<file path="src/hdl/timed_slot_ring_pool_top_defines.svh">
// Assertion macros shared by the slot pool files.
`ifndef TIMED_SLOT_RING_POOL_TOP_DEFINES_SVH
`define TIMED_SLOT_RING_POOL_TOP_DEFINES_SVH
`ifndef SYNTHESIS
`define TSRP_ASSERT(label, clk, rst_n, prop, msg) \
  label: assert property (@(posedge clk) disable iff (!rst_n) prop) else $error(msg);
`define TSRP_ASSERT_ALWAYS(label, clk, prop, msg) \
  label: assert property (@(posedge clk) prop) else $error(msg);
`else
`define TSRP_ASSERT(label, clk, rst_n, prop, msg)
`define TSRP_ASSERT_ALWAYS(label, clk, prop, msg)
`endif
`endif

</file>
<file path="src/hdl/tsrp_pkg.sv">
`timescale 1ns / 1ps
package tsrp_pkg;
  localparam int SLOTS = 64;
  localparam int SW = $clog2(SLOTS);
  localparam int CW = $clog2(SLOTS + 1);
  localparam logic [2:0] ST_FREE = 3'd0;
  localparam logic [2:0] ST_RECYCLED = 3'd1;
  localparam logic [2:0] ST_REJECT = 3'd2;
  localparam logic [2:0] ST_LIVE = 3'd3;
  localparam logic [2:0] ST_NONE = 3'd4;
  localparam logic OP_SPAWN = 1'b0;
  localparam logic OP_TICK = 1'b1;
  localparam logic [34:0] NORM_MIN_SQ = 35'd268;
  localparam logic [12:0] OPAQUE = 13'd4096;
  // Slot payload as stored in the entry memory.
  typedef struct packed {
    logic signed [31:0] px;
    logic signed [31:0] py;
    logic signed [31:0] pz;
    logic signed [15:0] nx;
    logic signed [15:0] ny;
    logic signed [15:0] nz;
    logic [23:0] extent;
    logic [23:0] init;
  } entry_t;
  localparam int EW = $bits(entry_t);
  // Classified command passed from front to back.
  typedef struct packed {
    logic tick;
    logic accept;
    logic [23:0] delta_t;
    entry_t ent;
  } cmd_t;
endpackage

</file>
<file path="src/hdl/tsrp_front.sv">
`timescale 1ns / 1ps
`include "timed_slot_ring_pool_top_defines.svh"
module tsrp_front (
  input  logic             clk,
  input  logic             rst_n,
  input  logic             start,
  output logic             busy,
  input  logic             in_op,
  input  logic signed [31:0] in_pos_x,
  input  logic signed [31:0] in_pos_y,
  input  logic signed [31:0] in_pos_z,
  input  logic signed [15:0] in_norm_x,
  input  logic signed [15:0] in_norm_y,
  input  logic signed [15:0] in_norm_z,
  input  logic [23:0]      in_extent,
  input  logic [23:0]      in_life,
  input  logic [23:0]      in_delta_t,
  output logic             q_valid,
  output tsrp_pkg::cmd_t   q_cmd,
  input  logic             q_pop
);
  // Stage 1: capture and square; stage 2: sum and classify into a 2-entry queue.
  logic s1_v_r, s1_v_nxt;
  logic s1_op_r;
  logic [31:0] sqx_r, sqy_r, sqz_r;
  tsrp_pkg::entry_t s1_ent_r;
  logic [23:0] s1_dt_r;
  logic [1:0] cnt_r, cnt_nxt;
  tsrp_pkg::cmd_t q_r [2];
  logic [34:0] sum;
  tsrp_pkg::cmd_t cls;
  logic push;

  assign push = s1_v_r;
  assign busy = s1_v_r || (cnt_r != 2'd0);
  assign s1_v_nxt = start && !busy;
  assign sum = {3'd0, sqx_r} + {3'd0, sqy_r} + {3'd0, sqz_r};

  always_comb begin
    cls.tick = (s1_op_r == tsrp_pkg::OP_TICK);
    cls.accept = (sum > tsrp_pkg::NORM_MIN_SQ) && (s1_ent_r.extent != 24'd0)
                 && (s1_ent_r.init != 24'd0);
    cls.delta_t = s1_dt_r;
    cls.ent = s1_ent_r;
  end

  always_comb begin
    cnt_nxt = cnt_r;
    if (push && !(q_pop && cnt_r != 2'd0)) cnt_nxt = cnt_r + 2'd1;
    else if (!push && q_pop && cnt_r != 2'd0) cnt_nxt = cnt_r - 2'd1;
  end

  always_ff @(posedge clk) begin
    if (!rst_n) begin
      s1_v_r <= 1'b0;
      cnt_r <= 2'd0;
    end else begin
      s1_v_r <= s1_v_nxt;
      cnt_r <= cnt_nxt;
    end
    if (s1_v_nxt) begin
      s1_op_r <= in_op;
      sqx_r <= 32'(in_norm_x) * 32'(in_norm_x);
      sqy_r <= 32'(in_norm_y) * 32'(in_norm_y);
      sqz_r <= 32'(in_norm_z) * 32'(in_norm_z);
      s1_ent_r <= '{px: in_pos_x, py: in_pos_y, pz: in_pos_z, nx: in_norm_x,
                    ny: in_norm_y, nz: in_norm_z, extent: in_extent, init: in_life};
      s1_dt_r <= in_delta_t;
    end
    if (q_pop && cnt_r == 2'd2) q_r[0] <= q_r[1];
    if (push) begin
      if (q_pop && cnt_r != 2'd0) q_r[1'(cnt_r - 2'd1)] <= cls;
      else q_r[cnt_r[0]] <= cls;
    end
  end

  assign q_valid = (cnt_r != 2'd0);
  assign q_cmd = q_r[0];

  `TSRP_ASSERT(a_no_overflow, clk, rst_n, cnt_r != 2'd3, "queue overflow")
  `TSRP_ASSERT(a_pop_valid, clk, rst_n, q_pop |-> q_valid, "pop on empty queue")
  `TSRP_ASSERT(a_accept_busy, clk, rst_n, (start && !busy) |=> busy, "busy not raised")
endmodule

</file>
<file path="config.mk">
export PLATFORM = sky130hd
export DESIGN_NAME = tsrp_front
export DESIGN_NICKNAME = d
export VERILOG_FILES = /design/src/hdl/tsrp_pkg.sv /design/src/hdl/tsrp_front.sv
export VERILOG_INCLUDE_DIRS = /design/src /design/src/hdl
export SDC_FILE = /design/constraint.sdc
export NUM_CORES = 2
export LEC_CHECK = 0
export BUFFER_PORTS_ARGS = -buffer_cell sky130_fd_sc_hd__buf_2
export CAP_MARGIN = 20
export CORE_ASPECT_RATIO = 0.5
export CORE_MARGIN = 3
export CORE_UTILIZATION = 52
export CTS_BUF_LIST = sky130_fd_sc_hd__clkbuf_4 sky130_fd_sc_hd__clkbuf_8
export DETAILED_ROUTE_END_ITERATION = 7
export PLACE_DENSITY = 0.74
export SLEW_MARGIN = 20
export SYNTH_ARGS = -nofsm -noshare
export SYNTH_HDL_FRONTEND = slang
export SYNTH_SLANG_ARGS = --single-unit
</file>
<file path="constraint.sdc">
create_clock -name clk -period 40.8 [get_ports clk]
set_input_delay 8.16 -clock clk [delete_from_list [all_inputs] [get_ports clk]]
set_output_delay 8.16 -clock clk [all_outputs]
set_load 0.02 [all_outputs]
</file>
# --- After elaboration in Yosys (flattened, before gate mapping) ---
# Memories as Yosys holds them, arrays and structs flattened.
# Index checks and enable logic that the tools add are counted.
op_classes:
  add_sub_neg: 4
  mul: 3
  magnitude_cmp: 1
  eq_ne: 1
  n_mux: 13
  reduce_logical: 17
ops:
  columns: ["operator", "count"]
  rows:
  - ["218-bit 2-to-1 mux", 1]
  - ["218-bit OR reduction", 1]
  - ["16-bit by 16-bit multiplier with 32-bit output", 3]
  - ["24-bit nonzero test", 2]
  - ["33-bit by 32-bit adder with 34-bit output", 1]
  - ["34-bit by 9-bit greater-than comparator with 1-bit output (second input constant)", 1]
  - ["32-bit by 32-bit adder with 33-bit output", 1]
  - ["1-bit 2-to-1 mux", 10]
  - ["1-bit logical AND", 8]
  - ["2-bit 2-to-1 mux", 2]
  - ["2-bit nonzero test", 2]
  - ["1-bit logical NOT", 3]
  - ["2-bit by 1-bit adder with 2-bit output (second input constant)", 1]
  - ["2-bit == test (second input constant)", 1]
  - ["2-bit by 1-bit subtractor with 2-bit output (second input constant)", 1]
  - ["1-bit logical OR", 1]
totals:
  register_bits: 316
  ram_bits: 436
  inputBits: 221
  output_inout_bits: 220
  elab_cells: 55
  memories: 1
memory_table:
  columns: ["name", "words", "word_bits", "rd", "rd_clocked_by_memory_dff", "wr", "line_no", "text"]
  rows:
  - ["q_r", 2, 218, 2, 0, 2, "tsrp_front.sv:29", "tsrp_pkg::cmd_t q_r [2];"]

# --- Longest topological paths before layout ---
logic_depth:
  ltp_word: 7
  ltp_mapped: 26

# --- Worst setup path after synthesis ---
# OpenSTA, ideal clock, no wires.
synth_path:
  kind: "input port to flip-flop"
  from: "input port start"
  to: "register s1_v_r (netlist: push)"
  setup_ns: 0.134
  t_arrival_ns: 21.675
  t_required_ns: 40.666
  slack_ns: 18.990
  stages: 3
  path_buffers: 0
  path_cell_list: "inv_1 nor2_1 and2_1"
synth_between:
  elab_chain_len: 1
synth_lines:
  columns: ["item", "line_no", "text"]
  rows:
  - ["start: declaration", "tsrp_front.sv:6", "input logic start,"]
  - ["1-bit logical AND", "tsrp_front.sv:36", "assign s1_v_nxt = start && !busy;"]
  - ["via s1_v_nxt", "tsrp_front.sv:23", "logic s1_v_r, s1_v_nxt;"]
  - ["end signal: assignment", "tsrp_front.sv:58", "s1_v_r <= s1_v_nxt;"]
  - ["end: declaration", "tsrp_front.sv:23", null]
# The timed path passes the listed nets, and every way through them passes these cells.
# A chain may end at the register's enable or synchronous reset.

# --- Worst setup path after layout ---
layout_path:
  from: "input port in_norm_x[15]"
  to: "register sqx_r[31] (data pin)"
layout_between:
  elab_chain_len: 1
layout_lines:
  columns: ["item", "line_no", "text"]
  rows:
  - ["start: declaration", "tsrp_front.sv:12", "input logic signed [15:0] in_norm_x,"]
  - ["16-bit by 16-bit multiplier with 32-bit output", "tsrp_front.sv:63", "sqx_r <= 32'(in_norm_x) * 32'(in_norm_x);"]
  - ["end signal: assignment", "tsrp_front.sv:63", null]
  - ["end: declaration", "tsrp_front.sv:25", "logic [31:0] sqx_r, sqy_r, sqz_r;"]
# Every way passes these cells.

==> flow_summary.json <==
{
  "status": "complete, no violations",
  "dp_hpwl_um": 95200,
  "fill_cells": 8613,
  "path_buf_inv": 4,
  "fin_nets": 6228,
  "stdcell_count": 6493,
  "synthFlopType": "edfxtp_1",
  "io-pin-count": 441,
  "antenna_found_initial": 8,
  "min_period_ns": 14.19,
  "post_drt_wl_per_cell_um": 19.4,
  "die_height_um": 240,
  "worst_slack_ns": 26.61,
  "post_cts_buffers": 0,
  "core-area_um2": 108000,
  "yosys.area.top_type": "edfxtp_1",
  "clock_latency_ns": 0.82,
  "cp.arrival_ns": 14.76,
  "rsz0062_at_grt": "false",
  "clock_path_buffers": 3,
  "clkSinkCount": 746,
  "h-tree-depth": 3,
  "worstSetupEndpointType": "register",
  "worstPathRequired_ns": 41.37,
  "grt_usage": 0.224,
  "cts-hold-fix-buffers": 0,
  "synth_cells": 4535,
  "path_clk_slew_ns": 0.08,
  "maxCapViolCount": 0,
  "ys_warn_count": 0,
  "yosysUniqueCellTypes": 68,
  "crit_slowest_cell": "fa_1",
  "grt_pass1_wl_um": 199000,
  "hp-class": "register to register",
  "grt_pass1_vias": 37400,
  "path_class": "primary input to register",
  "die_area_um2": 114000,
  "die_w_um": 474,
  "cts_buffers": 105,
  "grt_max_degree": 169,
  "critPathLaunchType": "primary input",
  "synth_edf_count": 743,
  "setup-tns-final_ns": 0,
  "pre_cts_ws_ns": 25.82,
  "syn-num-nets": 5790,
  "fin_crit_sh": 0.348,
  "synth_top_area_share": 0.392,
  "holdWs_ns": 0.551,
  "synth_area_um2": 56900,
  "syn_area_per_cell_um2": 12.5,
  "crit_path_max_fanout": 20,
  "worst_pin_slew_ns": 1.11,
  "ant_nets": 0,
  "ys_seq_area_frac": 0.393,
  "post_drt_via_cell_ratio": 5.35,
  "num_rows": 85,
  "final_max_slew_viol_count": 0,
  "setup-violations-final": 0,
  "crit_top_cell": "fa_1",
  "maxSlewHeadroom": 0.263,
  "dr_total_vias": 34700,
  "post_cts_resize_count": 0,
  "place.gp.congestion": 0.883,
  "drive_above_1_share": 0.216,
  "yosys_register_bits": 746,
  "port_buffers": 440,
  "final_cell_mix": "inv_1, edfxtp_1, fa_1",
  "crit_chain": "buf_2 > inv_1 > nor2_1 > fa_1 > fa_1 > fa_1 > fa_1 > fa_1 > inv_1 > fa_1 > inv_1 > ha_1 > a21o_1 > a211oi_1 > o31a_1 > o21ai_0 > a211oi_1 > o21bai_1 > a21oi_1 > xnor2_1",
  "cts_root_buffer": "clkbuf_8",
  "start_util": 0.526,
  "cpLargestDelayFamily": "adder cells",
  "drt_wl_total_um": 126000,
  "first_pass_iters": 7,
  "fmax_mhz": 70.5,
  "yosys-top-cells-area": "edfxtp_1, fa_1, mux2_2, ha_1, inv_1",
  "area_growth_syn_to_layout_pct": 10.2,
  "place_inst": 6300,
  "crit_path_max_incr_delay_ns": 0.92,
  "clock_skew_ns": 0.0516,
  "layout_commonest_cell": "inv_1",
  "async_reset_ff_frac": 0,
  "timing.final.hold_violations": 0,
  "overflow": 0,
  "drtIter0Drc": 2127,
  "cts_tree": "built",
  "drc": 0
}
-- worst reg2reg max path, stage by stage, from the launching register on --
cell and delay [ns]:
edfxtp_1 0.52, fa_1 0.48, ha_1 0.41, a21oi_2 0.29, o21ai_0 0.32, and4b_1 0.31, or4_1 0.56, nor4_1 0.27
nand4_1 0.21, or4_1 0.57, nor3_2 0.51, o21ai_1 0.16
-- stage by stage --
stage	area [um^2]	util
after floorplan	56900	-
after global placement	60600	0.561
after detailed placement	60600	0.561
after CTS	62600	0.580
after global routing	62700	0.580
final	62700	0.580
-- flip-flops by register name, indices dropped and copies added (netlist names) --
| signal | cells |
|---|---|
| sqx_r | 31 |
| s1_dt_r | 24 |
| push | 1 |
| q_r | 436 |
| sqz_r | 31 |
| cnt_r | 2 |
| s1_op_r | 1 |
| sqy_r | 31 |
| cls | 189 |
-- kinds of logic after synthesis --
| kind of cell | after synthesis | share of synthesized area |
|---|---|---|
| buf+inv | 1105 | 0.0730 |
| simple gates | 721 | 0.0596 |
| xor+xnor | 145 | 0.0223 |
| other cells | 1 | 0.0000659 |
| fa+ha+maj | 1034 | 0.325 |
| flops | 746 | 0.393 |
| compound gates | 340 | 0.0395 |
| mux | 443 | 0.0875 |
-- metal layers --
layer  track usage  up-vias  part of all wire
met4        0.0617        2             0.024
met1         0.292    17900              0.41
met2         0.393      882              0.51
li1              -    15700                 -
met3        0.0349      194             0.052
met5             0        -          0.000056
-- area by class of cell --
class	instances	area, um^2	share of cell area
sequential	746	22400	0.357
clock buffer	146	1770	0.0283
inverter	981	3680	0.0587
tap	1435	1800	0.0286
multi-input combinational	2684	30400	0.485
clock inverter	39	277	0.00441
timing repair buffer	455	2380	0.0380
antenna	7	17.5	0.000279
-- Yosys cell counts (all sizes together), types with 15 or more instances --
cell    count
a21oi      92
and2      118
a211oi     17
xor2       32
ha        299
inv       981
o21bai     15
xnor2     113
nor2      147
clkbuf    117
mux2      434
nor4       15
nand2b     21
edfxtp    743
a21o       47
nand3      32
nor3       29
o21a       15
nor2b      18
o21ai      59
fa        735
nand2     284
-- path summary, 6_finish.rpt --
kind / slack (ns) / end / cells past startpoint / start
hold / removal: 0.55 / q_r[0][49] / 1 / cls[49]
hold reg to reg: 0.55 / q_r[0][49] / 1 / cls[49]
setup reg to reg: 35.91 / q_r[0][216] / 11 / sqz_r[13]
setup / recovery: 26.61 / sqx_r[31] / 20 / in_norm_x[15]
Power is left out: the tool's default activity adds up to more than one toggle a clock period on the data nets, which glitch-free logic cannot reach.
